--- src/rtl/bwc_pkg.sv ---
`timescale 1ns / 1ps
// ----------------------------------------------------------------------------
// bwc_pkg
// Types, register indexes and reset values shared by the watch controller.
// ----------------------------------------------------------------------------
package bwc_pkg;

  typedef enum logic [1:0] {
    MODE_OFF  = 2'd0,
    MODE_ARM  = 2'd1,
    MODE_SHOW = 2'd2,
    MODE_SET  = 2'd3
  } mode_t;

  localparam int CFG_IDX_W = 3;
  localparam int CFG_DATA_W = 8;

  localparam logic [CFG_IDX_W-1:0] REG_DISPLAY_SECONDS      = 3'd0;
  localparam logic [CFG_IDX_W-1:0] REG_HOLD_SECONDS         = 3'd1;
  localparam logic [CFG_IDX_W-1:0] REG_START_DELAY_MS       = 3'd2;
  localparam logic [CFG_IDX_W-1:0] REG_DELAY_STEP_MS        = 3'd3;
  localparam logic [CFG_IDX_W-1:0] REG_DELAY_FLOOR_MS       = 3'd4;
  localparam logic [CFG_IDX_W-1:0] REG_ADVANCES_PER_SPEEDUP = 3'd5;

  typedef struct packed {
    logic [5:0] display_seconds;
    logic [5:0] hold_seconds;
    logic [7:0] start_delay_ms;
    logic [7:0] delay_step_ms;
    logic [7:0] delay_floor_ms;
    logic [1:0] advances_per_speedup;
  } cfg_t;

  localparam cfg_t CFG_RESET = '{
    display_seconds:      6'd10,
    hold_seconds:         6'd3,
    start_delay_ms:       8'd50,
    delay_step_ms:        8'd5,
    delay_floor_ms:       8'd5,
    advances_per_speedup: 2'd3
  };

  typedef struct packed {
    logic alarm;
    logic bwake;
    logic down;
    logic tick;
  } ev_t;

  typedef struct packed {
    logic [5:0] sec;
    logic [5:0] min;
    logic [3:0] hour;
    mode_t      mode;
    logic       press;
    logic [5:0] off_deadline;
    logic [5:0] hold_deadline;
    logic [7:0] advance_delay;
    logic [1:0] speedup_count;
    logic [7:0] wait_count;
    logic [3:0] led_hour;
    logic [5:0] led_min;
    logic       led_sec;
  } state_t;

  localparam state_t STATE_RESET = '{
    sec:           6'd0,
    min:           6'd12,
    hour:          4'd12,
    mode:          MODE_OFF,
    press:         1'b0,
    off_deadline:  6'd0,
    hold_deadline: 6'd0,
    advance_delay: 8'd0,
    speedup_count: 2'd0,
    wait_count:    8'd0,
    led_hour:      4'd0,
    led_min:       6'd0,
    led_sec:       1'b0
  };

  localparam logic [1:0] SPEEDUP_FIRST = 2'd2;

endpackage

--- src/rtl/bwc_step.sv ---
`timescale 1ns / 1ps
// ----------------------------------------------------------------------------
// bwc_step
// Next-state logic for one event: clock count, display mode machine and
// set-mode minute advance with delay speed-up.
// ----------------------------------------------------------------------------
module bwc_step (
  input  bwc_pkg::cfg_t   cfg,
  input  bwc_pkg::ev_t    ev,
  input  bwc_pkg::state_t cur,
  output bwc_pkg::state_t nxt
);
  import bwc_pkg::*;

  function automatic logic [5:0] mod60_sum(input logic [5:0] a, input logic [5:0] b);
    logic [6:0] s;
    begin
      s = {1'b0, a} + {1'b0, b};
      if (s >= 7'd120) begin
        s = s - 7'd120;
      end else if (s >= 7'd60) begin
        s = s - 7'd60;
      end
      return s[5:0];
    end
  endfunction

  function automatic state_t bump_minute(input state_t st);
    state_t r;
    begin
      r = st;
      if (st.min >= 6'd59) begin
        r.min = 6'd0;
        if (st.hour >= 4'd12) begin
          r.hour = 4'd1;
        end else begin
          r.hour = st.hour + 4'd1;
        end
      end else begin
        r.min = st.min + 6'd1;
      end
      return r;
    end
  endfunction

  state_t     s;
  logic [7:0] w;
  logic [1:0] sc;
  logic       wake;

  always_comb begin
    s = cur;
    w = cur.wait_count;
    sc = cur.speedup_count;
    wake = ev.alarm | ev.bwake;

    if (ev.alarm) begin
      if (s.sec >= 6'd59) begin
        s.sec = 6'd0;
        s = bump_minute(s);
      end else begin
        s.sec = s.sec + 6'd1;
      end
    end

    if (cur.mode == MODE_SET) begin
      if (!ev.down) begin
        s.mode = MODE_ARM;
      end else begin
        if (ev.tick && w != 8'd0) begin
          w = w - 8'd1;
        end
        if (w == 8'd0) begin
          s.sec = 6'd0;
          s = bump_minute(s);
          if (sc != 2'd0) begin
            sc = sc - 2'd1;
          end
          if (sc == 2'd0 && s.advance_delay > cfg.delay_floor_ms) begin
            sc = cfg.advances_per_speedup;
            if (s.advance_delay > cfg.delay_step_ms) begin
              s.advance_delay = s.advance_delay - cfg.delay_step_ms;
            end else begin
              s.advance_delay = 8'd0;
            end
          end
          s.speedup_count = sc;
          s.led_hour = s.hour;
          s.led_min = s.min;
          s.led_sec = 1'b0;
          s.wait_count = s.advance_delay;
        end else begin
          s.wait_count = w;
        end
      end
    end else if (wake) begin
      case (cur.mode)
        MODE_OFF: begin
          s.led_hour = 4'd0;
          s.led_min = 6'd0;
          s.led_sec = 1'b0;
          if (ev.bwake) begin
            s.mode = MODE_ARM;
            s.press = 1'b1;
            s.led_hour = s.hour;
            s.led_min = s.min;
            s.led_sec = 1'b1;
          end else begin
            s.press = 1'b0;
          end
        end
        MODE_ARM: begin
          s.led_hour = s.hour;
          s.led_min = s.min;
          s.led_sec = ~cur.led_sec;
          s.off_deadline = mod60_sum(s.sec, cfg.display_seconds);
          s.hold_deadline = mod60_sum(s.sec, cfg.hold_seconds);
          s.mode = MODE_SHOW;
        end
        default: begin
          s.led_hour = s.hour;
          s.led_min = s.min;
          s.led_sec = ~cur.led_sec;
          if (cur.off_deadline == s.sec) begin
            s.mode = MODE_OFF;
          end else if (ev.down && !cur.press) begin
            s.mode = MODE_ARM;
            s.press = 1'b1;
          end else if (cur.hold_deadline == s.sec && ev.down && cur.press) begin
            s.mode = MODE_SET;
            s.advance_delay = cfg.start_delay_ms;
            s.speedup_count = SPEEDUP_FIRST;
            s.wait_count = 8'd0;
          end else if (!ev.down && cur.press) begin
            s.press = 1'b0;
          end
        end
      endcase
    end

    nxt = s;
  end

endmodule

--- src/rtl/binary_watch_controller.sv ---
`timescale 1ns / 1ps
// ----------------------------------------------------------------------------
// binary_watch_controller
// Binary LED watch: 12-hour time keeping and four-mode display control.
// ----------------------------------------------------------------------------
// Each input transaction is one event (second alarm, button wake, button
// level, millisecond tick). Every input transaction yields exactly one output
// transaction carrying the latched LED pattern and the display mode.
// An event taken into the input register is held there, processed by the
// step logic into the state and result registers when it advances, and the
// result is presented from then on; one transaction per cycle is sustained
// while out_stall is low, as the whole update fits between those registers.
// When out_stall is high with a result pending, the result register holds;
// if the input register also holds an event, it keeps it and in_stall rises
// in the same cycle; nothing is dropped. Configuration writes take effect at
// the next edge; the user makes them only while no transaction is in flight;
// the block does not enforce this. A synchronous reset empties both registers
// and loads 12:12:00, off mode, dark LED state, default register values.
// ----------------------------------------------------------------------------
module binary_watch_controller (
  input  logic                            clk,
  input  logic                            rst,
  input  logic                            cfg_we,
  input  logic [bwc_pkg::CFG_IDX_W-1:0]   cfg_index,
  input  logic [bwc_pkg::CFG_DATA_W-1:0]  cfg_data,
  input  logic                            in_valid,
  output logic                            in_stall,
  input  logic                            second_alarm,
  input  logic                            button_wake,
  input  logic                            button_down,
  input  logic                            ms_tick,
  output logic                            out_valid,
  input  logic                            out_stall,
  output logic [3:0]                      hour_leds,
  output logic [5:0]                      minute_leds,
  output logic                            second_led,
  output logic [1:0]                      display_mode
);
  import bwc_pkg::*;

  cfg_t   cfg;
  ev_t    s1_ev;
  logic   s1_valid;
  logic   s1_adv;
  state_t st;
  state_t st_next;

  assign s1_adv = s1_valid && (!out_valid || !out_stall);
  assign in_stall = s1_valid && !s1_adv;

  always_ff @(posedge clk) begin
    if (rst) begin
      cfg <= CFG_RESET;
    end else if (cfg_we) begin
      case (cfg_index)
        REG_DISPLAY_SECONDS:      cfg.display_seconds <= cfg_data[5:0];
        REG_HOLD_SECONDS:         cfg.hold_seconds <= cfg_data[5:0];
        REG_START_DELAY_MS:       cfg.start_delay_ms <= cfg_data;
        REG_DELAY_STEP_MS:        cfg.delay_step_ms <= cfg_data;
        REG_DELAY_FLOOR_MS:       cfg.delay_floor_ms <= cfg_data;
        REG_ADVANCES_PER_SPEEDUP: cfg.advances_per_speedup <= cfg_data[1:0];
        default: begin
        end
      endcase
    end
  end

  always_ff @(posedge clk) begin
    if (rst) begin
      s1_valid <= 1'b0;
    end else if (!in_stall) begin
      s1_valid <= in_valid;
    end
  end

  always_ff @(posedge clk) begin
    if (in_valid && !in_stall) begin
      s1_ev <= '{alarm: second_alarm, bwake: button_wake, down: button_down,
                 tick: ms_tick};
    end
  end

  bwc_step u_step (
    .cfg (cfg),
    .ev  (s1_ev),
    .cur (st),
    .nxt (st_next)
  );

  always_ff @(posedge clk) begin
    if (rst) begin
      st <= STATE_RESET;
    end else if (s1_adv) begin
      st <= st_next;
    end
  end

  always_ff @(posedge clk) begin
    if (rst) begin
      out_valid <= 1'b0;
    end else if (s1_adv) begin
      out_valid <= 1'b1;
    end else if (!out_stall) begin
      out_valid <= 1'b0;
    end
  end

  always_ff @(posedge clk) begin
    if (s1_adv) begin
      hour_leds    <= st_next.led_hour;
      minute_leds  <= st_next.led_min;
      second_led   <= st_next.led_sec;
      display_mode <= st_next.mode;
    end
  end

  a_time_range: assert property (@(posedge clk) disable iff (rst)
    st.sec < 6'd60 && st.min < 6'd60 && st.hour >= 4'd1 && st.hour <= 4'd12)
    else $error("time count out of range");

  a_deadline_range: assert property (@(posedge clk) disable iff (rst)
    st.off_deadline < 6'd60 && st.hold_deadline < 6'd60)
    else $error("deadline out of range");

  a_result_follows: assert property (@(posedge clk) disable iff (rst)
    s1_adv |=> out_valid && display_mode == $past(st_next.mode))
    else $error("processed event did not produce a result");

  a_stall_holds_event: assert property (@(posedge clk) disable iff (rst)
    in_stall |=> s1_valid && $stable(s1_ev))
    else $error("held event lost while stalled");

endmodule

--- config.mk ---
export PLATFORM = sky130hd
export DESIGN_NAME = binary_watch_controller
export DESIGN_NICKNAME = d
export VERILOG_FILES = /design/src/rtl/bwc_pkg.sv /design/src/rtl/bwc_step.sv /design/src/rtl/binary_watch_controller.sv
export SDC_FILE = /design/constraint.sdc
export NUM_CORES = 1
export LEC_CHECK = 0
export ABC_AREA = 1
export BUFFER_PORTS_ARGS = -buffer_cell sky130_fd_sc_hd__buf_4
export CORE_MARGIN = 2
export CORE_UTILIZATION = 65
export CTS_BUF_LIST = sky130_fd_sc_hd__clkbuf_8
export DETAILED_ROUTE_END_ITERATION = 10
export GPL_ROUTABILITY_DRIVEN = 0
export HOLD_SLACK_MARGIN = 0.02
export PLACE_DENSITY = 0.88
export SLEW_MARGIN = 10
export SYNTH_ARGS = -nofsm -noshare
export SYNTH_HDL_FRONTEND = slang
export SYNTH_HIERARCHICAL = 1
export SYNTH_SLANG_ARGS = --single-unit
--- constraint.sdc ---
create_clock -name clk -period 5.15 [get_ports clk]
set_input_delay 1.03 -clock clk [delete_from_list [all_inputs] [get_ports clk]]
set_output_delay 1.03 -clock clk [all_outputs]
set_load 0.1 [all_outputs]
# Word level (Yosys, flattened, before mapping)
# Index checks and enable logic that the tools add are counted.
classes:
  n_mux: 51
  bitwise: 2
  n_reduce_logical: 29
  magnitude_cmp: 11
  addsub: 14
  n_eq_ne: 10
ops:
  columns: ["cell", "n"]
  rows:
  - ["44-bit two-way mux", 2]
  - ["18-bit two-way mux", 4]
  - ["60-bit two-way mux", 1]
  - ["54-bit two-way mux", 1]
  - ["8-bit two-way mux", 6]
  - ["42-bit two-way mux", 1]
  - ["6-bit two-way mux", 7]
  - ["41-bit two-way mux", 1]
  - ["11-bit two-way mux", 3]
  - ["16-bit two-way mux", 2]
  - ["6-bit subtractor (second input constant)", 4]
  - ["6-bit by 1-bit adder with 6-bit output (second input constant)", 3]
  - ["6-bit greater-or-equal comparator (second input constant)", 3]
  - ["2-bit two-way mux", 9]
  - ["8-bit > comparator", 2]
  - ["4-bit two-way mux", 4]
  - ["6-bit by 6-bit adder with 7-bit output", 2]
  - ["7-bit by 6-bit greater-or-equal comparator with 1-bit output (second input constant)", 2]
  - ["7-bit greater-or-equal comparator (second input constant)", 2]
  - ["6-bit equality test", 2]
  - ["12-bit two-way mux", 1]
  - ["2-bit AND reduction", 6]
  - ["1-bit logical AND", 9]
  - ["4-bit by 1-bit adder with 4-bit output (second input constant)", 2]
  - ["other kinds (24)", 38]
word_totals:
  register_bits: 117
  output_inout_bits: 15
  inputBits: 20

# Logic depth before layout (Yosys ltp)
# Gate-level depths: netlist of the first run.
depth:
  ltp_word: 15
  mapped_depth: 27
  ltp_nobuf: 27

# Cells and area by module
# The synthesis of the first run kept the hierarchy.
by_module_without_submodules:
  columns: ["mod", "cells_per_inst", "instances", "area_per_inst_um2"]
  rows:
  - ["bwc_step", 912, 1, 4500.6]
  - ["binary_watch_controller", 509, 1, 4196.5]

# Worst setup path after synthesis of the first run
# No wires, ideal clock.
synth_timing:
  path_kind: "register to register"
  startpoint: "register st[54] in the netlist's numbering"
  endpoint: "register st[38] in the netlist's numbering"
  path_stages_with_launch: 26
  period_less_slack_ns: 3.583
  arrival_time_ns: 3.467
  slack_ns: 1.567
  setup_ns: 0.116
  path_cell_list: "dfxtp_1 ha_1 or2_1 nand2_2 buf_6 nand2_2 inv_1 ha_1 inv_1 fa_1 o21ai_0 xor2_1 inv_1 ha_1 inv_1 nor2_1 nand2_1 nand2_1 inv_1 nand2_1 nand2_1 o21ai_0 o21ai_0 nand2_1 o21ai_0 nor2_1"
synth_rtl:
  columns: ["element", "line_no", "source"]
  rows:
  - ["start: declaration", "binary_watch_controller.sv:45", "state_t st;"]
  - ["start signal: assignment", "binary_watch_controller.sv:94", "st <= st_next;"]

==> results.txt, run 1 <==
----------------------------------------------------
[Layout]
  NumNets Final ... 1496
  Number of fill cells ... 1167
  FF+latch area ... 2512 sq um
  Multi-input logic area ... 5258 sq um
  Area Overhead vs Synth ... 7.682%
  Share of the core filled with cells ... 71.29%
  Post-route cell area ... 9365 sq um
  Antenna diode instance count ... 0
  Fraction of layout instances using a drive strength above 1 ... 7.682%

[Placement]
  Placement Setup Slack ... 0.9792 ns
  Post-detail-place hpwl ... 15370 um
  Total of buffers placed on input and output ports ... 34
  Cell area after placement ... 8979 sq um

[Global route]
  All-Layer GR Usage ... 31.91%
  Antenna violations before repair ... 0
  Wire length of the first global-routing pass ... 37400 um
  Via count of the first global-routing pass ... 8152
  Largest net degree at the start of global routing ... 66
  Global route total overflow ... 0

[Logic synthesis]
  EDFF count, synth ... 17
  Number of synthesized register bits ... 117
  Share of the synthesized area in the top cell type ... 23.02%
  Area leader, netlist ... sky130_fd_sc_hd__dfxtp_1
  Syn Nets ... 1485
  Cells after synthesis ... 1421
  Asr flop ratio synth ... 0%
  Cell area after synthesis ... 8697 sq um
  Yosys warning total ... 6
  Post-synth cell types ... 45
  Syn Area/Cell ... 6.120 sq um
  Top cells by area in the synthesized netlist ... sky130_fd_sc_hd__dfxtp_1 (23%), sky130_fd_sc_hd__nand2_1 (17%), sky130_fd_sc_hd__nor2_1 (9.6%), sky130_fd_sc_hd__inv_1 (7.6%), sky130_fd_sc_hd__nand3_1 (7.5%)
  Synth Flop Type ... sky130_fd_sc_hd__dfxtp_1
  Share of synthesized area occupied by flip-flops and latches ... 28.89%

[Setup path]
  Slowest cell on the critical path ... sky130_fd_sc_hd__fa_1
  Longest individual stage delay on the worst path ... 0.39 ns
  CP top delay family ... simple AND/OR/NAND/NOR gates
  Crit path DAT ... 4.58 ns
  Required time worst endpoint ... 5.49 ns
  Worst Setup SP ... st[54]
  Destination of the worst register-to-register timing path ... st[38]
  Crit path kind ... reg -> reg
  Cell Chain, Critical Path ... ha_1, or2_1, nand2_2, nand2_2, inv_1, ha_1, inv_1, fa_1, o21ai_0, xor2_1, inv_1, ha_1, inv_1, nor2_1, nand2_1, nand2_1, inv_1, nand2_1, nand2_1, o21ai_0, o21ai_0, nand2_1, o21ai_0, nor2_1
  Crit path capture type ... flop
  Critical R2R Launch ... st[54]
  Count of buffer and inverter cells on the critical path ... 5
  Type of origin of the critical path ... flop
  Highest fanout seen on the critical path ... 21
  Cell count of the worst reg-to-reg path ... 24
  R2R Setup Slk ... 0.91 ns

[Clock network]
  CTS sink cnt ... 117
  Num CTS Buffers ... 17
  Clk buf depth ... 2
  H-tree levels ... 4
  Later-pin clock latency in the skew report ... 0.46 ns
  Clock transition at the registers of the reported paths ... 0.08 ns
  Number of buffers added to fix hold violations after cts ... 0
  Number of setup buffers added after CTS ... 0
  TritonCTS clock tree ... built
  Cell chosen for the clock root ... sky130_fd_sc_hd__clkbuf_8
  Quantity of gates resized following cts ... 0

[Timing]
  Final setup skew ... 0.01480 ns
  Actual slew at the worst max-slew pin ... 1.025 ns
  Final number of hold-violating endpoints ... 0
  Slew Limit Fails ... 0
  Setup repair after global routing missed its margin ... false
  Worst rel slew slack ... 31.60%
  Post-layout worst setup margin ... 0.9063 ns
  Peak Freq ... 235.6 MHz
  Setup total negative slack ... 0 ns
  Min cycle time layout ... 4.244 ns
  Final setup violation count ... 0
  Final worst path period share ... 82.40%

[Routing]
  Total number of vias ... 8995
  DRC violations left ... 0
  Final wirelength ... 22000 um
  Average wire per cell in the routed design ... 13.57 um
  1st-iter DRT viols ... 789
  Post-detailed-route count of antenna-violating nets ... 0
  Vias/cell ... 5.549
  First drt pass iteration count ... 5

[Floorplan]
  Standard-cell row count ... 42
  Overall die height ... 119.7 um
  Starting Density ... 66.20%
  Total Die Area ... 14320 sq um
  Number of top-level pins ... 35
  Floorplan die width ... 119.7 um
  Core Footprint ... 13140 sq um

[Min path]
  Endpoint, Worst Hold ... cfg[12]
  Class of the worst hold path ... reg -> reg
  Number of cells on the worst hold path ... 2
  Launch point of the worst hold path ... cfg[12]

[Power and ir drop]
  Leakage ... 4.664 nW
  Peak supply drop ... 190.9 uV
  Cell Pwr Density ... 273.6 nW/um^2

[Outcome]
  Status ... finished, final reports clean

[Flow run]
  Max-cap violation count ... 0

----------------------------------------------------
-- state kept, by name (all words and copies together) (netlist names) --
register,count
minute_leds,6
hour_leds,4
st,60
display_mode,2
cfg,38
second_led,1
s1_ev,4
out_valid,1
s1_valid,1
-- Yosys cell counts, types with 5 or more instances --
master	count
sky130_fd_sc_hd__clkbuf_1	22
sky130_fd_sc_hd__nand4_1	25
sky130_fd_sc_hd__nor2_4	12
sky130_fd_sc_hd__nor3_1	7
sky130_fd_sc_hd__xor2_1	11
sky130_fd_sc_hd__o22ai_1	6
sky130_fd_sc_hd__o21ai_1	21
sky130_fd_sc_hd__nor2_1	223
sky130_fd_sc_hd__buf_2	12
sky130_fd_sc_hd__inv_1	175
sky130_fd_sc_hd__edfxtp_1	17
sky130_fd_sc_hd__nand3_1	131
sky130_fd_sc_hd__xnor2_1	8
sky130_fd_sc_hd__buf_4	6
sky130_fd_sc_hd__ha_1	41
sky130_fd_sc_hd__a21oi_1	36
sky130_fd_sc_hd__o21ai_0	106
sky130_fd_sc_hd__or2_2	5
sky130_fd_sc_hd__nand2_2	7
sky130_fd_sc_hd__nand2_1	402
sky130_fd_sc_hd__dfxtp_1	100
-- worst max-delay path by stage --
stage	to	slack, ns	depth (start not counted)
CTS	st[38]	0.95	24
finish	st[38]	0.91	24
global route	st[38]	0.46	24
floorplan	st[38]	1.57	25
detailed placement	st[38]	0.98	24
global placement	st[38]	1.15	24
-- worst min-delay path, delay by kind of cell, from the launching register on --
family / cells / cell delay, ns
flip-flops: 1 / 0.34
AND/OR/NAND/NOR: 2 / 0.11
-- cell families (layout without fill, tap and decap cells) --
kind of cell	after synthesis	in the layout	share of synthesized area [%]
AO/OA/AOI/OAI	181	181	10.85
XOR/XNOR	20	20	2.100
adder cells (fa/ha/maj)	44	44	6.589
buffers and inverters	229	253	10.66
flip-flops	117	117	28.89
AND/OR/NAND/NOR	830	830	40.91
-- final cells by class --
type / count / area share, %
Multi-Input combinational cell: 1075 / 56.14
Clock buffer: 21 / 3.086
Sequential cell: 117 / 26.83
Tap cell: 176 / 2.351
Timing Repair Buffer: 39 / 3.260
Inverter: 182 / 7.295
Clock inverter: 11 / 1.042
-- stage by stage --
step	std cells	hold slack [ns]	total power, mW
3_3_place_gp	1589	0.4455	1.707
5_1_grt	1621	0.5008	2.712
3_5_place_dp	1589	0.4506	1.726
6_report	1621	0.4732	2.562
2_1_floorplan	1421	0.4212	1.574
4_1_cts	1621	0.4684	2.556
-- power breakdown --
part           leakage, nW  internal, mW  switching [mW]
clock                0.201         0.433           0.405
sequential           0.981         0.981          0.0507
combinational         3.48         0.221           0.472
total                 4.66          1.64           0.927
-- cell usage in the layout, fill, tap and decap left out, drive strengths merged, types with 2 or more instances in the layout --
cell type / instances
xnor2: 8
dfxtp: 100
o211ai: 2
nand3b: 3
inv: 184
nand4: 26
a21oi: 36
o21bai: 3
or2: 7
clkinv: 6
o21ai: 128
fa: 3
ha: 41
nand3: 135
nor2: 239
edfxtp: 17
buf: 39
o22ai: 6
nand2: 410
xor2: 12
nor3: 8
clkbuf: 21
clkinvlp: 2
-- routing by layer --
| metal | share of wire [%] | routed length (um) | global-route usage, % | vias to the layer above |
|---|---|---|---|---|
| met2 | 46 | 10160 | 51.79 | 347 |
| li1 | - | - | - | 4557 |
| met5 | 0 | 0 | 0 | - |
| met4 | 2.7 | 597 | 12.35 | 0 |
| met1 | 44 | 9667 | 42.13 | 4038 |
| met3 | 7.2 | 1575 | 6.084 | 53 |
No activity file was read; power rests on OpenSTA's default activity.
==> inputs of run 2 (changes only) <==
--- a/config.mk
+++ b/config.mk
@@ -5,7 +5,7 @@
 export SDC_FILE = /design/constraint.sdc
 export NUM_CORES = 1
 export LEC_CHECK = 0
-export ABC_AREA = 1
+export ABC_AREA = 0
 export BUFFER_PORTS_ARGS = -buffer_cell sky130_fd_sc_hd__buf_4
 export CORE_MARGIN = 2
 export CORE_UTILIZATION = 65
==> constraint.sdc (replaced) <==
create_clock -name clk -period 4.1 [get_ports clk]
set_input_delay 0.82 -clock clk [delete_from_list [all_inputs] [get_ports clk]]
set_output_delay 0.82 -clock clk [all_outputs]
set_load 0.1 [all_outputs]
==> results.txt, run 2 <==
----------------------------------------------------
[Outcome]
  Status ... finished, final reports clean

[Logic synthesis]
  Synth Flop Type ... sky130_fd_sc_hd__dfxtp_1
  Area leader, netlist ... sky130_fd_sc_hd__dfxtp_1
  Share of the synthesized area in the top cell type ... 22.06%
  Cells after synthesis ... 1075
  Syn Nets ... 1139
  Asr flop ratio synth ... 0%
  Syn Area/Cell ... 8.442 sq um
  Library cell with the highest instance count after synthesis ... sky130_fd_sc_hd__nand2b_1
  EDFF count, synth ... 17
  Share of synthesized area occupied by flip-flops and latches ... 27.69%
  Top cells by area in the synthesized netlist ... sky130_fd_sc_hd__dfxtp_1 (22%), sky130_fd_sc_hd__mux2i_1 (11%), sky130_fd_sc_hd__nand2b_1 (11%), sky130_fd_sc_hd__ha_1 (5.7%), sky130_fd_sc_hd__edfxtp_1 (5.6%)
  Cell area after synthesis ... 9075 sq um
  Top cells by instance count after synthesis ... sky130_fd_sc_hd__nand2b_1 (158), sky130_fd_sc_hd__mux2i_1 (103), sky130_fd_sc_hd__dfxtp_1 (100)
  Post-synth cell types ... 96
  Yosys warning total ... 6
  Number of synthesized register bits ... 117

[Layout]
  Largest register FFs ... 60
  Fraction of layout instances using a drive strength above 1 ... 12.43%
  Largest registers in the final layout ... st (60), cfg (38), minute_leds (6)
  Most frequent cells in the layout ... sky130_fd_sc_hd__nand2b_1 (158), sky130_fd_sc_hd__mux2i_1 (103), sky130_fd_sc_hd__dfxtp_1 (100)
  Most common cell after layout, fill and taps aside ... sky130_fd_sc_hd__nand2b_1
  Area Overhead vs Synth ... 8.355%
  Number of fill cells ... 1048
  Antenna diode instance count ... 0
  NumNets Final ... 1145
  Share of the core filled with cells ... 71.39%
  Register containing the most flip-flops in the final layout ... st

[Timing]
  Actual slew at the worst max-slew pin ... 0.9350 ns
  Worst rel slew slack ... 37.51%
  Final setup skew ... 0.008055 ns
  Slew Limit Fails ... 0
  Min cycle time layout ... 3.790 ns
  Setup total negative slack ... 0 ns
  Final worst path period share ... 92.45%
  Final number of hold-violating endpoints ... 0
  Setup repair after global routing missed its margin ... false
  Peak Freq ... 263.8 MHz
  Final setup violation count ... 0

[Global route]
  Wire length of the first global-routing pass ... 36220 um
  All-Layer GR Usage ... 30.44%
  Largest net degree at the start of global routing ... 85
  Via count of the first global-routing pass ... 7382
  Global route total overflow ... 0
  Antenna violations before repair ... 0

[Clock network]
  Cell chosen for the clock root ... sky130_fd_sc_hd__clkbuf_8
  Clock transition at the registers of the reported paths ... 0.07 ns
  CTS sink cnt ... 117
  H-tree levels ... 4
  Num CTS Buffers ... 17
  TritonCTS clock tree ... built
  Later-pin clock latency in the skew report ... 0.46 ns
  Clk buf depth ... 2

[Setup path]
  Required time worst endpoint ... 4.49 ns
  Crit path capture type ... flop
  Crit path DAT ... 4.18 ns
  R2R Setup Slk ... 0.31 ns
  Destination of the worst register-to-register timing path ... st[31]
  Type of origin of the critical path ... flop
  Critical R2R Launch ... s1_ev[3]
  Crit path kind ... reg -> reg
  Highest fanout seen on the critical path ... 7
  Cell count of the worst reg-to-reg path ... 18

[Routing]
  Final wirelength ... 22200 um
  Average wire per cell in the routed design ... 17.42 um
  1st-iter DRT viols ... 745
  Vias/cell ... 6.386
  Total number of vias ... 8136
  DRC violations left ... 0
  First drt pass iteration count ... 6
  Post-detailed-route count of antenna-violating nets ... 0

[Flow run]
  Max-cap violation count ... 0

[Min path]
  Number of cells on the worst hold path ... 2
  Endpoint, Worst Hold ... st[10]
  Class of the worst hold path ... reg -> reg
  Launch point of the worst hold path ... st[10]

[Power and ir drop]
  Leakage ... 3.817 nW
  Clock share of power ... 41.7%
  Share of total power consumed by net switching ... 28.91%
  Cell Pwr Density ... 268.5 nW/um^2
  Portion of total power attributed to sequential cells ... 45.8%
  Power spent charging and discharging nets ... 0.7631 mW
  Internal ... 1.877 mW
  Power share of the combinational group ... 12.5%
  Peak supply drop ... 250.1 uV

[Floorplan]
  Number of top-level pins ... 35
  Standard-cell row count ... 43
  Overall die height ... 122.2 um
  Starting Density ... 65.89%
  Core Footprint ... 13770 sq um
  Floorplan die width ... 122.2 um
  Total Die Area ... 14920 sq um

[Placement]
  Total of buffers placed on input and output ports ... 34
  Post-detail-place hpwl ... 15230 um

----------------------------------------------------
run 2: area by class of cell:
cell class	count	area [sq um]	area share [%]
clock buffers	18	247.7	2.519
clock inverters	14	151.4	1.540
inverters	49	183.9	1.870
multi-input cells	845	6117	62.21
flip-flops and latches	117	2512	25.55
well taps	180	225.2	2.290
repair buffers	51	395.4	4.021
run 2: critical path: stages, from the launching register on:
cell	delay, ns
sky130_fd_sc_hd__edfxtp_1	0.49
sky130_fd_sc_hd__buf_4	0.20
sky130_fd_sc_hd__mux2i_1	0.16
sky130_fd_sc_hd__nor2_2	0.19
sky130_fd_sc_hd__inv_1	0.16
sky130_fd_sc_hd__fa_1	0.46
sky130_fd_sc_hd__nor2b_1	0.14
sky130_fd_sc_hd__o21a_1	0.20
sky130_fd_sc_hd__nor3_1	0.08
sky130_fd_sc_hd__nor2_1	0.16
sky130_fd_sc_hd__ha_1	0.21
sky130_fd_sc_hd__inv_1	0.06
sky130_fd_sc_hd__nor2_1	0.18
sky130_fd_sc_hd__a41oi_1	0.08
sky130_fd_sc_hd__or2_2	0.31
sky130_fd_sc_hd__a2111o_1	0.41
sky130_fd_sc_hd__nand2_1	0.06
sky130_fd_sc_hd__nand2b_1	0.05
sky130_fd_sc_hd__mux2i_1	0.12
run 2: timing repair:
| action | CTS | global route |
|---|---|---|
| gates resized for setup | 0 | 13 |
| setup buffers | 0 | 4 |
| hold buffers | 0 | 0 |
| setup endpoints to repair | 0 | 6 |
run 2: metal layers:
layer / vias up / part of all wire (%) / GRT usage (%)
met5: - / 0 / 0
met4: 0 / 2.9 / 11.35
met3: 71 / 7.0 / 6.976
met2: 354 / 47 / 49.51
met1: 3834 / 44 / 39.42
li1: 3877 / - / -
run 2: cell families (layout without fill, tap and decap cells):
group | count (synthesis) | in the layout | synth area share (%)
xor gates and xnor gates | 20 | 20 | 1.930
AOI/OAI and AO/OA | 223 | 223 | 17.85
DFF | 117 | 117 | 27.69
adders and majority gates | 45 | 45 | 6.425
and+or+nand+nor | 451 | 451 | 28.75
muxes | 106 | 106 | 11.73
buffers and inverters | 113 | 132 | 5.625
run 2: power groups by stage:
stage	clock network (mW)	logic [mW]	registers, mW
after floorplan	0	0.206	1.27
after global placement	0	0.310	1.23
after detailed placement	0	0.316	1.23
after CTS	1.11	0.319	1.21
after global routing	1.16	0.355	1.21
final	1.10	0.330	1.21
run 2: worst max path at each step:
stage	startpoint	to	slack, ns	cells after the start
finish	s1_ev[3]	st[31]	0.31	18
detailed placement	st[54]	st[31]	0.19	20
CTS	st[54]	st[37]	0.12	17
global placement	st[54]	st[38]	0.38	17
floorplan	st[54]	st[31]	0.39	22
global route	st[54]	st[31]	0.05	20
run 2: metrics by stage:
step	cell area [sq um]	power, mW	worst slack [ns]	instances	hold slack [ns]
after floorplan	9075	1.477	0.3886	1075	0.4449
after CTS	9749	2.636	0.1222	1270	0.4826
after global routing	9833	2.724	0.04702	1274	0.5035
after global placement	9350	1.544	0.3792	1238	0.4595
after detailed placement	9350	1.551	0.1866	1238	0.4672
final	9833	2.640	0.3097	1274	0.4744
==> inputs of run 3 (changes only) <==
--- a/config.mk
+++ b/config.mk
@@ -8,12 +8,12 @@
 export ABC_AREA = 0
 export BUFFER_PORTS_ARGS = -buffer_cell sky130_fd_sc_hd__buf_4
 export CORE_MARGIN = 2
-export CORE_UTILIZATION = 65
+export CORE_UTILIZATION = 35
 export CTS_BUF_LIST = sky130_fd_sc_hd__clkbuf_8
 export DETAILED_ROUTE_END_ITERATION = 10
 export GPL_ROUTABILITY_DRIVEN = 0
 export HOLD_SLACK_MARGIN = 0.02
-export PLACE_DENSITY = 0.88
+export PLACE_DENSITY = 0.55
 export SLEW_MARGIN = 10
 export SYNTH_ARGS = -nofsm -noshare
 export SYNTH_HDL_FRONTEND = slang
==> results.txt, run 3 (synthesis gave the netlist of run 2 again) <==
----------------------------------------------------
[Setup path]
  Critical R2R Launch ... s1_ev[3]
  R2R Setup Slk ... 0.34 ns
  Longest individual stage delay on the worst path ... 0.53 ns
  Slowest cell on the critical path ... sky130_fd_sc_hd__edfxtp_1
  Crit path capture type ... flop
  Highest fanout seen on the critical path ... 7
  Destination of the worst register-to-register timing path ... st[31]
  Type of origin of the critical path ... flop
  Crit path kind ... reg -> reg
  Cell Chain, Critical Path ... buf_4, and4_1, nor3_2, ha_1, nor2b_1, o21a_1, o21a_1, nor2_1, ha_1, inv_1, nor2_1, a41oi_1, or2_2, a2111o_1, nand2_1, nand2b_1, mux2i_1
  Required time worst endpoint ... 4.48 ns
  Crit path DAT ... 4.15 ns
  Cell count of the worst reg-to-reg path ... 17

[Global route]
  GR met3 Demand/Resource ... 2.813%
  Global routing usage on met1 ... 25.27%
  Most used routing layer ... met2
  Wire length of the first global-routing pass ... 37890 um
  Largest net degree at the start of global routing ... 114
  Antenna violations before repair ... 0
  All-Layer GR Usage ... 17.49%
  Via count of the first global-routing pass ... 7172
  Global route total overflow ... 0
  GR Layer Usage met2 ... 26.69%

[Clock network]
  Clk buf depth ... 2
  Num CTS Buffers ... 17
  TritonCTS clock tree ... built
  H-tree levels ... 4
  CTS sink cnt ... 117
  Cell chosen for the clock root ... sky130_fd_sc_hd__clkbuf_8
  Clock transition at the registers of the reported paths ... 0.08 ns
  Later-pin clock latency in the skew report ... 0.45 ns

[Layout]
  Fraction of layout instances using a drive strength above 1 ... 12.36%
  Number of fill cells ... 2596
  Area Overhead vs Synth ... 10.27%
  Largest register FFs ... 60
  Register containing the most flip-flops in the final layout ... st
  Antenna diode instance count ... 0
  Share of the core filled with cells ... 39.51%
  Most common cell after layout, fill and taps aside ... sky130_fd_sc_hd__nand2b_1
  NumNets Final ... 1151
  Most frequent cells in the layout ... sky130_fd_sc_hd__nand2b_1 (158), sky130_fd_sc_hd__mux2i_1 (103), sky130_fd_sc_hd__dfxtp_1 (100)
  Largest registers in the final layout ... st (60), cfg (38), minute_leds (6)

[Power and ir drop]
  Power share of the combinational group ... 12.7%
  Leakage ... 3.837 nW
  Portion of total power attributed to sequential cells ... 46.5%
  Power spent charging and discharging nets ... 0.7855 mW
  Cell Pwr Density ... 259.2 nW/um^2
  Peak supply drop ... 164.8 uV
  Share of total power consumed by net switching ... 30.28%
  Clock share of power ... 40.8%
  Internal ... 1.808 mW

[Timing]
  Actual slew at the worst max-slew pin ... 0.9772 ns
  Setup total negative slack ... 0 ns
  Min cycle time layout ... 3.764 ns
  Peak Freq ... 265.7 MHz
  Setup repair after global routing missed its margin ... false
  Worst hold slack after final layout ... 0.4791 ns
  Worst rel slew slack ... 34.66%
  Slew Limit Fails ... 0
  Final setup violation count ... 0
  Final setup skew ... 0.01047 ns
  Final worst path period share ... 91.80%
  Final number of hold-violating endpoints ... 0

[Floorplan]
  Floorplan die width ... 165.0 um
  Number of top-level pins ... 35
  Overall die height ... 165.0 um
  Starting Density ... 35.83%
  Total Die Area ... 27230 sq um
  Core Footprint ... 25330 sq um
  Standard-cell row count ... 58

[Routing]
  First drt pass iteration count ... 5
  Total number of vias ... 7722
  Vias/cell ... 5.400
  Average wire per cell in the routed design ... 15.95 um
  DRC violations left ... 0
  1st-iter DRT viols ... 410
  Final wirelength ... 22810 um
  Post-detailed-route count of antenna-violating nets ... 0

[Min path]
  Launch point of the worst hold path ... cfg[13]
  Endpoint, Worst Hold ... cfg[13]
  Number of cells on the worst hold path ... 2
  Class of the worst hold path ... reg -> reg

[Placement]
  Post-detail-place hpwl ... 16310 um
  Total of buffers placed on input and output ports ... 34

[Outcome]
  Status ... finished, final reports clean

[Flow run]
  Max-cap violation count ... 0

----------------------------------------------------
[run 3: layer usage]
layer | share of wire [%] | vias up
met3 | 4.0 | 24
met2 | 44 | 163
li1 | - | 3899
met1 | 51 | 3636
met5 | 0 | -
met4 | 1.6 | 0
[run 3: power by group through the flow]
| stage | clock network [mW] | logic [mW] | registers (mW) |
|---|---|---|---|
| after global routing | 1.15 | 0.361 | 1.21 |
| after detailed placement | 0 | 0.327 | 1.23 |
| after global placement | 0 | 0.325 | 1.23 |
| after CTS | 1.09 | 0.328 | 1.21 |
| final | 1.06 | 0.330 | 1.21 |
| after floorplan | 0 | 0.206 | 1.27 |
[run 3: how the worst max path moves through the flow]
stage                  end  startpoint  slack, ns  cells after the start
global route        st[31]      st[54]      0.005                     20
detailed placement  st[31]    s1_ev[3]       0.26                     16
global placement    st[37]    s1_ev[3]       0.28                     14
finish              st[31]    s1_ev[3]       0.34                     17
CTS                 st[37]    s1_ev[3]       0.23                     14
floorplan           st[31]      st[54]       0.39                     22
[run 3: worst max-delay path: cells and delay by family, from the launching register on]
family          cells  cell delay [ns]
buf+inv             2             0.29
flops               1             0.53
fa+ha+maj           2             0.53
compound gates      4             0.87
simple gates        8             1.35
mux                 1             0.11
[run 3: final cells by class]
class | count | area (sq um) | area share [%]
inverter | 49 | 183.9 | 1.838
clock inverter | 15 | 143.9 | 1.438
clock buffer | 17 | 234.0 | 2.338
sequential | 117 | 2512 | 25.11
tap | 330 | 412.9 | 4.126
multi-input combinational | 845 | 6080 | 60.75
timing repair buffer | 57 | 440.4 | 4.401
[run 3: what timing repair did]
action | CTS | global route
buffers inserted | 0 | 4
endpoints found under the setup margin | 0 | 4
gates resized for setup | 0 | 4
hold buffers | 0 | 0
[run 3: through the flow]
stage / power [mW] / setup WS, ns / area (sq um) / cells
floorplan: 1.477 / 0.3886 / 9075 / 1075
global placement: 1.559 / 0.2789 / 9583 / 1394
detailed placement: 1.561 / 0.2559 / 9583 / 1394
CTS: 2.624 / 0.2261 / 9961 / 1426
global route: 2.716 / 0.004540 / 10010 / 1430
finish: 2.594 / 0.3363 / 10010 / 1430
